===== config.mk =====
export PLATFORM = sky130hd
export DESIGN_NAME = heap_sort_engine
export DESIGN_NICKNAME = d
export VERILOG_FILES = /design/src/design/hse_pkg.sv /design/src/design/heap_sort_engine.sv
export VERILOG_INCLUDE_DIRS = /design/src /design/src/design
export SDC_FILE = /design/constraint.sdc
export NUM_CORES = 2
export LEC_CHECK = 0
export BUFFER_PORTS_ARGS = -buffer_cell sky130_fd_sc_hd__buf_2
export CORE_ASPECT_RATIO = 1.4
export CORE_MARGIN = 10
export CORE_UTILIZATION = 60
export CTS_BUF_LIST = sky130_fd_sc_hd__clkbuf_4
export CTS_CLUSTER_DIAMETER = 60
export DETAILED_ROUTE_END_ITERATION = 16
export HOLD_SLACK_MARGIN = 0.08
export PLACE_DENSITY_LB_ADDON = 0.3
export SYNTH_ARGS = -nofsm -noshare
export SYNTH_HDL_FRONTEND = slang
export SYNTH_SLANG_ARGS = --single-unit

===== constraint.sdc =====
create_clock -name aclk -period 7.6 [get_ports aclk]
set_clock_uncertainty 0.1 [all_clocks]
set_input_delay 0.76 -clock aclk [delete_from_list [all_inputs] [get_ports aclk]]
set_output_delay 0.76 -clock aclk [all_outputs]
set_load 0.05 [all_outputs]

===== src/design/heap_sort_engine_macros.svh =====
// Assertion macros shared by the heap sort engine RTL.
`ifndef HEAP_SORT_ENGINE_MACROS_SVH
`define HEAP_SORT_ENGINE_MACROS_SVH

`ifndef SYNTHESIS

// Checked on every rising edge of aclk, suspended while aresetn is low.
`define HSE_ASSERT(lbl, prop, msg) \
    lbl: assert property (@(posedge aclk) disable iff (!aresetn) prop) else $error(msg);

// Checked on every rising edge of aclk, reset cycles included.
`define HSE_ASSERT_ALWAYS(lbl, prop, msg) \
    lbl: assert property (@(posedge aclk) prop) else $error(msg);

`else

`define HSE_ASSERT(lbl, prop, msg)
`define HSE_ASSERT_ALWAYS(lbl, prop, msg)

`endif

`endif


===== src/design/hse_pkg.sv =====
// Types, sizes and sequencer states of the heap sort engine.
`default_nettype none

package hse_pkg;

    localparam int CAPACITY   = 64;
    localparam int DATA_WIDTH = 32;

    // Store address, element count (0..CAPACITY) and child index widths.
    localparam int ADDR_W = $clog2(CAPACITY);
    localparam int CNT_W  = $clog2(CAPACITY + 1);
    localparam int IDX_W  = ADDR_W + 1;

    typedef struct packed {
        logic signed [DATA_WIDTH-1:0] value;
        logic                         last;
    } hse_in_t;

    typedef struct packed {
        logic signed [DATA_WIDTH-1:0] value_res;
        logic                         last_res;
        logic                         dropped;
    } hse_out_t;

    typedef enum logic [3:0] {
        ST_IDLE,
        ST_SU_RD,
        ST_SU_CMP,
        ST_SORT,
        ST_PO_RD0,
        ST_PO_RDL,
        ST_PO_SWAP,
        ST_SD_RDL,
        ST_SD_RDR,
        ST_SD_PICK,
        ST_SD_CMP,
        ST_EM_RD,
        ST_EM_OUT
    } hse_state_t;

endpackage

`default_nettype wire


===== src/design/heap_sort_engine.sv =====
// Top level of the heap sort engine: sequencer, heap store and shared comparator.
//
// The block sorts a list of signed values into ascending order. Each input beat
// holds one element and is sifted up into a max-heap kept in a single-port-read,
// single-port-write store of CAPACITY entries; the input is not ready while this
// runs. The beat flagged last starts the in-place sort: after a setup state, each
// of the n-1 pops reads the root and the last live element, moves the old root to
// the end of the live region and sifts the hole down. Then the n results leave in
// ascending order, each read from the store before it is shown and held until
// m_ready takes it.
// The pace is set by the one store read port and the one comparator, which every
// sift step shares. Elements offered while the store is full are discarded and
// every result of that list carries dropped = 1. No clearing pass is needed
// after reset.
`default_nettype none
`include "heap_sort_engine_macros.svh"

module heap_sort_engine
    import hse_pkg::*;
(
    input  wire logic     aclk,
    input  wire logic     aresetn,
    input  wire logic     s_valid,
    output logic          s_ready,
    input  wire hse_in_t  s_data,
    output logic          m_valid,
    input  wire logic     m_ready,
    output hse_out_t      m_data
);

    hse_state_t state_reg, state_next;

    logic signed [DATA_WIDTH-1:0] item_reg, item_next;
    logic signed [DATA_WIDTH-1:0] best_reg, best_next;
    logic signed [DATA_WIDTH-1:0] rd_data_reg;
    logic        [ADDR_W-1:0]     best_idx_reg, best_idx_next;
    logic        [ADDR_W-1:0]     pos_reg, pos_next;
    logic        [ADDR_W-1:0]     emit_idx_reg, emit_idx_next;
    logic        [CNT_W-1:0]      fill_reg, fill_next;
    logic        [CNT_W-1:0]      live_reg, live_next;
    logic                         ovf_reg, ovf_next;
    logic                         last_reg, last_next;

    logic signed [DATA_WIDTH-1:0] heap_store_mem [CAPACITY];

    logic                         mem_we, mem_re;
    logic        [ADDR_W-1:0]     mem_waddr, mem_raddr;
    logic signed [DATA_WIDTH-1:0] mem_wdata;

    logic signed [DATA_WIDTH-1:0] cmp_a, cmp_b;
    logic                         gt;

    logic [ADDR_W-1:0] parent_idx;
    logic [IDX_W-1:0]  kid_idx, kid_r_idx, live_ext;
    logic [CNT_W-1:0]  live_m1;
    logic              kid_in, right_in, fill_full, more_pops, emit_final, s_acc;

    // Index arithmetic of the heap walk.
    assign parent_idx = ADDR_W'((pos_reg - ADDR_W'(1)) >> 1);
    assign kid_idx    = {pos_reg, 1'b1};
    assign kid_r_idx  = kid_idx + IDX_W'(1);
    assign live_ext   = IDX_W'(live_reg);
    assign live_m1    = live_reg - CNT_W'(1);
    assign kid_in     = kid_idx < live_ext;
    assign right_in   = kid_r_idx < live_ext;
    assign fill_full  = fill_reg == CNT_W'(CAPACITY);
    assign more_pops  = live_reg > CNT_W'(1);
    assign emit_final = (CNT_W'(emit_idx_reg) + CNT_W'(1)) == fill_reg;
    assign s_acc      = s_valid && s_ready;

    // The one shared signed comparator: cmp_a > cmp_b.
    assign gt = cmp_a > cmp_b;

    // Next state of the sequencer.
    always_comb begin
        state_next = state_reg;
        case (state_reg)
            ST_IDLE: begin
                if (s_valid) begin
                    if (!fill_full) begin
                        state_next = ST_SU_RD;
                    end else if (s_data.last) begin
                        state_next = ST_SORT;
                    end
                end
            end
            ST_SU_RD: begin
                if (pos_reg == '0) begin
                    state_next = last_reg ? ST_SORT : ST_IDLE;
                end else begin
                    state_next = ST_SU_CMP;
                end
            end
            ST_SU_CMP: begin
                if (gt) begin
                    state_next = ST_SU_RD;
                end else begin
                    state_next = last_reg ? ST_SORT : ST_IDLE;
                end
            end
            ST_SORT: begin
                state_next = (fill_reg > CNT_W'(1)) ? ST_PO_RD0 : ST_EM_RD;
            end
            ST_PO_RD0:  state_next = ST_PO_RDL;
            ST_PO_RDL:  state_next = ST_PO_SWAP;
            ST_PO_SWAP: state_next = ST_SD_RDL;
            ST_SD_RDL: begin
                if (kid_in) begin
                    state_next = ST_SD_RDR;
                end else begin
                    state_next = more_pops ? ST_PO_RD0 : ST_EM_RD;
                end
            end
            ST_SD_RDR:  state_next = ST_SD_PICK;
            ST_SD_PICK: state_next = ST_SD_CMP;
            ST_SD_CMP: begin
                if (gt) begin
                    state_next = ST_SD_RDL;
                end else begin
                    state_next = more_pops ? ST_PO_RD0 : ST_EM_RD;
                end
            end
            ST_EM_RD: state_next = ST_EM_OUT;
            ST_EM_OUT: begin
                if (m_ready) begin
                    state_next = emit_final ? ST_IDLE : ST_EM_RD;
                end
            end
            default: state_next = ST_IDLE;
        endcase
    end

    // Handshakes, store ports and comparator operands for each state.
    always_comb begin
        s_ready   = 1'b0;
        m_valid   = 1'b0;
        mem_we    = 1'b0;
        mem_waddr = pos_reg;
        mem_wdata = item_reg;
        mem_re    = 1'b0;
        mem_raddr = '0;
        cmp_a     = item_reg;
        cmp_b     = rd_data_reg;
        case (state_reg)
            ST_IDLE: begin
                s_ready = 1'b1;
            end
            ST_SU_RD: begin
                if (pos_reg == '0) begin
                    mem_we = 1'b1;
                end else begin
                    mem_re    = 1'b1;
                    mem_raddr = parent_idx;
                end
            end
            ST_SU_CMP: begin
                // A smaller parent moves down into the hole.
                mem_we = 1'b1;
                if (gt) begin
                    mem_wdata = rd_data_reg;
                end
            end
            ST_PO_RD0: begin
                mem_re = 1'b1;
            end
            ST_PO_RDL: begin
                mem_re    = 1'b1;
                mem_raddr = live_m1[ADDR_W-1:0];
            end
            ST_PO_SWAP: begin
                // The old root goes to the end of the live region.
                mem_we    = 1'b1;
                mem_waddr = live_m1[ADDR_W-1:0];
                mem_wdata = best_reg;
            end
            ST_SD_RDL: begin
                if (kid_in) begin
                    mem_re    = 1'b1;
                    mem_raddr = kid_idx[ADDR_W-1:0];
                end else begin
                    mem_we = 1'b1;
                end
            end
            ST_SD_RDR: begin
                mem_re    = 1'b1;
                mem_raddr = kid_r_idx[ADDR_W-1:0];
            end
            ST_SD_PICK: begin
                cmp_a = rd_data_reg;
                cmp_b = best_reg;
            end
            ST_SD_CMP: begin
                // A larger child moves up into the hole.
                cmp_a  = best_reg;
                cmp_b  = item_reg;
                mem_we = 1'b1;
                if (gt) begin
                    mem_wdata = best_reg;
                end
            end
            ST_EM_RD: begin
                mem_re    = 1'b1;
                mem_raddr = emit_idx_reg;
            end
            ST_EM_OUT: begin
                m_valid = 1'b1;
            end
            default: begin
                s_ready = 1'b0;
            end
        endcase
    end

    // Next values of the working registers.
    always_comb begin
        item_next     = item_reg;
        best_next     = best_reg;
        best_idx_next = best_idx_reg;
        pos_next      = pos_reg;
        emit_idx_next = emit_idx_reg;
        fill_next     = fill_reg;
        live_next     = live_reg;
        ovf_next      = ovf_reg;
        last_next     = last_reg;
        case (state_reg)
            ST_IDLE: begin
                if (s_acc) begin
                    item_next = s_data.value;
                    last_next = s_data.last;
                    if (fill_full) begin
                        ovf_next = 1'b1;
                    end else begin
                        pos_next  = fill_reg[ADDR_W-1:0];
                        fill_next = fill_reg + CNT_W'(1);
                    end
                end
            end
            ST_SU_CMP: begin
                if (gt) begin
                    pos_next = parent_idx;
                end
            end
            ST_SORT: begin
                live_next     = fill_reg;
                emit_idx_next = '0;
            end
            ST_PO_RDL: begin
                best_next = rd_data_reg;
            end
            ST_PO_SWAP: begin
                item_next = rd_data_reg;
                live_next = live_m1;
                pos_next  = '0;
            end
            ST_SD_RDR: begin
                best_next     = rd_data_reg;
                best_idx_next = kid_idx[ADDR_W-1:0];
            end
            ST_SD_PICK: begin
                if (right_in && gt) begin
                    best_next     = rd_data_reg;
                    best_idx_next = kid_r_idx[ADDR_W-1:0];
                end
            end
            ST_SD_CMP: begin
                if (gt) begin
                    pos_next = best_idx_reg;
                end
            end
            ST_EM_OUT: begin
                if (m_ready) begin
                    if (emit_final) begin
                        fill_next = '0;
                        ovf_next  = 1'b0;
                    end else begin
                        emit_idx_next = emit_idx_reg + ADDR_W'(1);
                    end
                end
            end
            default: begin
                item_next = item_reg;
            end
        endcase
    end

    // Control registers.
    always_ff @(posedge aclk) begin
        if (!aresetn) begin
            state_reg <= ST_IDLE;
            fill_reg  <= '0;
            ovf_reg   <= 1'b0;
        end else begin
            state_reg <= state_next;
            fill_reg  <= fill_next;
            ovf_reg   <= ovf_next;
        end
    end

    // Payload registers.
    always_ff @(posedge aclk) begin
        item_reg     <= item_next;
        best_reg     <= best_next;
        best_idx_reg <= best_idx_next;
        pos_reg      <= pos_next;
        emit_idx_reg <= emit_idx_next;
        live_reg     <= live_next;
        last_reg     <= last_next;
    end

    // Heap store with registered read data.
    always_ff @(posedge aclk) begin
        if (mem_we) begin
            heap_store_mem[mem_waddr] <= mem_wdata;
        end
        if (mem_re) begin
            rd_data_reg <= heap_store_mem[mem_raddr];
        end
    end

    // Result beat.
    assign m_data.value_res = rd_data_reg;
    assign m_data.last_res  = emit_final;
    assign m_data.dropped   = ovf_reg;

    `HSE_ASSERT(a_fill_bound, fill_reg <= CNT_W'(CAPACITY), "fill count above capacity")
    `HSE_ASSERT_ALWAYS(a_one_side, !(s_ready && m_valid), "input ready while a result is shown")
    `HSE_ASSERT(a_emit_nonempty, m_valid |-> fill_reg != '0, "result shown from an empty store")
    `HSE_ASSERT(a_drop_flag, s_acc && fill_full |=> ovf_reg, "full-store beat not flagged")
    `HSE_ASSERT(a_write_range, mem_we |-> CNT_W'(mem_waddr) < fill_reg, "store write beyond fill")

endmodule

`default_nettype wire


---- After elaboration in Yosys (flattened, before gate mapping) ----
Memories as Yosys holds them, arrays and structs flattened. A register that Yosys moved wholly into a read port is not among the register bits.
Cells that the tools add are included.
operators by class
  muxes and demuxes ....................... 57
  add/sub/neg operators ................... 6
  reduce and logical (&&, ||, !) cells .... 23
  $lt $le $gt $ge ......................... 5
  equal/unequal tests ..................... 25
operators by type and width
  operator                                                               count
  32-bit one-hot mux with 2 select lines                                 4
  32-bit two-way mux                                                     4
  32-bit one-hot mux with 3 select lines                                 1
  6-bit two-way mux                                                      9
  4-bit one-hot mux with 13 select lines                                 1
  4-bit two-way mux                                                      9
  32-bit > comparator                                                    1
  6-bit one-hot mux with 5 select lines                                  1
  7-bit two-way mux                                                      4
  7-bit one-hot mux with 2 select lines                                  2
  6-bit one-hot mux with 2 select lines                                  2
  6-bit one-hot mux with 4 select lines                                  1
  4-bit == test (second input constant)                                  5
  2-bit inequality test (second input constant)                          10
  4-bit by 3-bit == test with 1-bit output (second input constant)       4
  5-bit AND reduction                                                    3
  7-bit by 1-bit adder with 7-bit output (second input constant)         2
  7-bit by 1-bit > comparator with 1-bit output (second input constant)  2
  7-bit less-than comparator                                             2
  1-bit two-way mux                                                      12
  2-bit nonzero test                                                     6
  4-bit by 2-bit == test with 1-bit output (second input constant)       2
  2-bit AND reduction                                                    4
  6-bit by 1-bit adder with 7-bit output (second input constant)         1
  other kinds (19)                                                       24
storage, ports and cells
  output and inout port bits .............. 36
  memories kept ........................... 1
  register bits after elaboration ......... 102
  input port bits ......................... 37
  RAM bits ................................ 2048
  word-level logic and storage cells ...... 127
memories
  memory          depth  width  read ports  clocked after memory_dff  write ports  RTL line                RTL
  heap_store_mem  64     32     1           1                         1            heap_sort_engine.sv:44  logic signed [DATA_WIDTH-1:0] heap_store_mem [CAPACITY];

---- Longest topological paths before layout ----
  depth in word-level cells ............... 6
  mapped depth ............................ 20
  depth with buffers taken out ............ 16

---- Worst setup path before layout ----
Ideal clock, no wire load.
  path kind ............................... register -> register
  start ................................... register state_reg[1]
  end ..................................... memory heap_store_mem[0][31], data pin
  setup slack ............................. 0.745 ns
  clock period less this slack ............ 6.855 ns
  arrival time ............................ 6.171 ns
  stages on the path, launching flop included .. 19
  setup time .............................. 0.584 ns
  cells stage by stage .................... dfxtp_1 -> clkbuf_1 -> clkbuf_1 -> nor2_1 -> and3_1 -> clkbuf_1 -> nor2_1 -> clkbuf_1 -> a21oi_1 -> ha_1 -> nand4_1 -> or4_1 -> or3_1 -> a31oi_1 -> a211o_1 -> clkbuf_1 -> a21o_1 -> nand2_1 -> a41oi_1
between the ends
  word-level cells in the longest chain between the ends .. 5
ends and longest elaborated chain
  item                                      RTL line                                          RTL
  from (decl)                               heap_sort_engine.sv:31                            hse_state_t state_reg, state_next;
  from (signal assigned)                    heap_sort_engine.sv:293                           state_reg <= state_next;
  4-bit == test                             heap_sort_engine.sv:144                           case (state_reg)
  32-bit one-hot mux with 2 select lines    heap_sort_engine.sv:144
  32-bit > comparator                       heap_sort_engine.sv:72                            assign gt = cmp_a > cmp_b;
  32-bit two-way mux (on tied branches)     heap_sort_engine.sv:197, heap_sort_engine.sv:159
  32-bit one-hot mux with 3 select lines *  heap_sort_engine.sv:144
  named net mem_wdata[31]                   heap_sort_engine.sv:48                            logic signed [DATA_WIDTH-1:0] mem_wdata;
  to (decl)                                 heap_sort_engine.sv:44
Mark *: on every way through the listed nets, which the timed path passes. The rest lies on a longest branch.

---- Final worst setup path ----
  start ................................... register state_reg[0]
  end ..................................... memory heap_store_mem[35][26], data pin
The elaborated chain is that of the path after synthesis.

==> impl_metrics.ini <==
[status]
status = finished, final reports clean

[yosys]
ys_seq_area_share_pct = 74.8
yosysTopAreaCellShare_pct = 74.5
synth_area_um2 = 87400
synth-seq-cells = 2182
ys_types = 69
synthesis.nets = 5145
synth_flop_cell = edfxtp_1
yosysWarnings = 0
async_reset_ff_share_pct = 0
synth_area_leader_cell = edfxtp_1
synthCells = 5056
avgSynthCellArea_um2 = 17.3
synthTopCellsByArea = edfxtp_1 (75%), mux4_2 (7.8%), nand2_1 (2.9%)
synth_edf_count = 2170

[worst_hold_path]
whs_path_depth = 4
hold_end = fill_reg[5]
min_from = aresetn
min_path_type = input pin to flop

[place]
port_buffers = 72
dp.cells = 6922
hpwl_mm = 152
globalplace.congestion = 0.932
pre_cts_slack_ps = 882

[timing]
hold_viol_final = 0
period_share_pct = 91.0
slew_violations = 0
slew_headroom_pct = 10.4
setup_tns_ps = 0
max_clock_freq_ghz = 0.145
setup_viol = 0
tightest_slew_ps = 1340
rsz0062_at_grt = false
setup_ws_ps = 682
period_minus_slack_ps = 6920

[global_route]
grt_antenna_before_repair = 10
grt_max_degree = 86
grt_overflow_total = 0
grt_pass1_vias = 53562
grt_pass1_wl_mm = 382
grt_usage_pct = 33.3

[critical_path]
crit_type = flop to flop
path_max_fanout = 64
worstReg2RegEnd = heap_store_mem[35][26]
end_kind = flop
worstPathArrival_ps = 7890
r2r-start = state_reg[0]
crit_start = state_reg[0]
ff2ff_setup_slack_ps = 680
r2r_cells = 17
cp-start-kind = flop
required_ps = 8570

[cts]
clock-sinks = 2182
insertion_delay_ps = 1510
root_buffer = clkbuf_4
clk_path_buf_depth = 4
clkTransAtPathRegs_ps = 70
cts_tree = built
h-tree-depth = 5
post_cts.repair.setup_buffers = 0
cts_made_buffers = 481

[floorplanning]
die_area_um2 = 162000
initial_utilization_pct = 60.4
rows = 165
io_pins = 73
fp.dieH_um = 472
die_w_um = 343
core_area_um2 = 145000

[power]
pwr-share-clk_pct = 25.8
p_sw_w = 0.0111
irDropWorstVdd_mv = 0.338
power.share.switching_pct = 33.7
p_total_w = 0.0331
comb_power_share_pct = 27.9
p_per_area_nw_per_um2 = 339
p_leak_nw = 32.9
internal_power_w = 0.0219
seqPwrFrac_pct = 46.3

[final_layout]
nets = 5647
finalCoreUtilization_pct = 67.5
final_cells = 7815
largest_reg_flops = 2048
drive_gt1_share_pct = 23.9
area_delta_synth_final_pct = 11.7
largest-register = heap_store_mem

[run]
drv_cap = 0

[drt]
drtIter0Drc = 8364
viasPerCell = 7.01
postRouteAntennaNets = 0
num_vias = 54822
routed_wl_mm = 271
firstDrtPassIters = 6
drc = 0
avgRoutedWirePerCell_um = 34.7
-- worst max-delay path by stage --
stage	to	slack, ps	cells after the start
after floorplan	heap_store_mem[0][31]	750	18
after global placement	heap_store_mem[47][26]	1030	17
after detailed placement	heap_store_mem[6][26]	880	17
after CTS	heap_store_mem[35][26]	860	17
after global routing	heap_store_mem[12][17]	430	17
final	heap_store_mem[35][26]	680	17
-- cell usage after synthesis (all sizes together) (51+ instances only) --
master / number
mux4: 301
a31oi: 51
a21oi: 126
a22oi: 131
a311oi: 66
clkbuf: 183
a211oi: 96
a22o: 70
and3: 102
mux2i: 143
buf: 139
nor2: 128
o21ai: 83
ha: 52
nand2: 665
nand3: 161
edfxtp: 2170
-- layout make-up --
| class | instances | area, um2 |
|---|---|---|
| antenna | 13 | 32.5 |
| clock buffer | 680 | 5100 |
| clock inverter | 127 | 577 |
| fill | 9246 | 47000 |
| inverter | 25 | 93.8 |
| multi-input combinational | 2527 | 21200 |
| sequential | 2182 | 65400 |
| tap | 1920 | 2400 |
| timing repair buffer | 341 | 2900 |
-- through the flow --
| stage | cell area (um2) | hold slack, ps |
|---|---|---|
| 6_report | 97700 | 181 |
| 4_1_cts | 97600 | 123 |
| 3_3_place_gp | 91200 | 362 |
| 2_1_floorplan | 87400 | 338 |
| 5_1_grt | 97700 | 240 |
| 3_5_place_dp | 91200 | 399 |
-- critical path: stages (launching register included) --
cell and delay (ps):
dfxtp_1 730, inv_1 280, nand2_1 450, nor2_4 100, nor2_4 600, buf_4 340
a21oi_1 100, ha_1 320, nor2b_1 140, o211ai_1 120, a2111o_1 400, o211a_1 130
o2111a_1 230, a211o_1 520, o31ai_4 290, buf_4 530, a22o_1 240, a21o_2 860
-- routing by layer --
layer | GRT usage, % | up-vias | share of wire, %
met3 | 10.9 | 1075 | 15
li1 | - | 21715 | -
met1 | 41.0 | 27066 | 31
met5 | 0 | - | 0.021
met4 | 20.2 | 8 | 7.1
met2 | 51.3 | 4958 | 47
-- cell families (layout without fill, tap and decap cells) --
| kind of cell | count (synthesis) | after routing | synth area share, % |
|---|---|---|---|
| compound gates | 852 | 852 | 7.18 |
| xor+xnor | 33 | 33 | 0.346 |
| fa+ha+maj | 52 | 52 | 0.744 |
| buf+inv | 347 | 1173 | 1.80 |
| flops | 2182 | 2182 | 74.8 |
| mux | 445 | 445 | 9.41 |
| other cells | 0 | 13 | 0 |
| simple gates | 1145 | 1145 | 5.71 |
-- placed cells by master (no fill, tap or decap), types with 9 or more instances in the layout --
cell type	netlist	routed
a22oi_1	131	131
nand3_1	161	161
buf_2	69	72
o21a_1	9	9
diode_2	0	13
dfxtp_1	12	12
o211ai_1	9	9
a22o_1	70	70
and3_1	102	101
a21oi_1	126	122
a31oi_1	51	51
clkbuf_4	0	680
a21o_2	0	31
o31ai_1	28	27
nor2b_1	10	10
inv_1	25	25
a221o_1	42	42
mux4_2	301	301
nand4_1	17	17
clkinv_1	0	103
edfxtp_1	2170	2170
nor2_4	0	74
a211oi_1	96	96
buf_12	0	27
o21ai_0	83	83
xor2_1	11	11
xnor2_1	21	21
buf_4	9	169
nor3_1	21	21
a311oi_1	66	65
nor2_1	128	51
a21o_1	43	11
a32o_1	41	41
a221oi_1	10	10
clkinv_2	0	17
nand2_1	665	664
mux2i_1	143	143
ha_1	52	52
dlygate4sd3_1	0	73
-- power groups by stage --
stage | Clock (W) | Sequential [W] | Combinational (W)
finish | 0.00854 | 0.0153 | 0.00923
global route | 0.00921 | 0.0153 | 0.00964
CTS | 0.00858 | 0.0153 | 0.00899
detailed placement | 0 | 0.0155 | 0.00894
global placement | 0 | 0.0155 | 0.00876
floorplan | 0 | 0.0155 | 0.00559
-- what timing repair did --
action	in CTS	in global routing
hold endpoints to repair	90	0
hold buffers	73	0
gates resized for setup	0	0
Note: power is estimated with default switching activity, not from simulation.
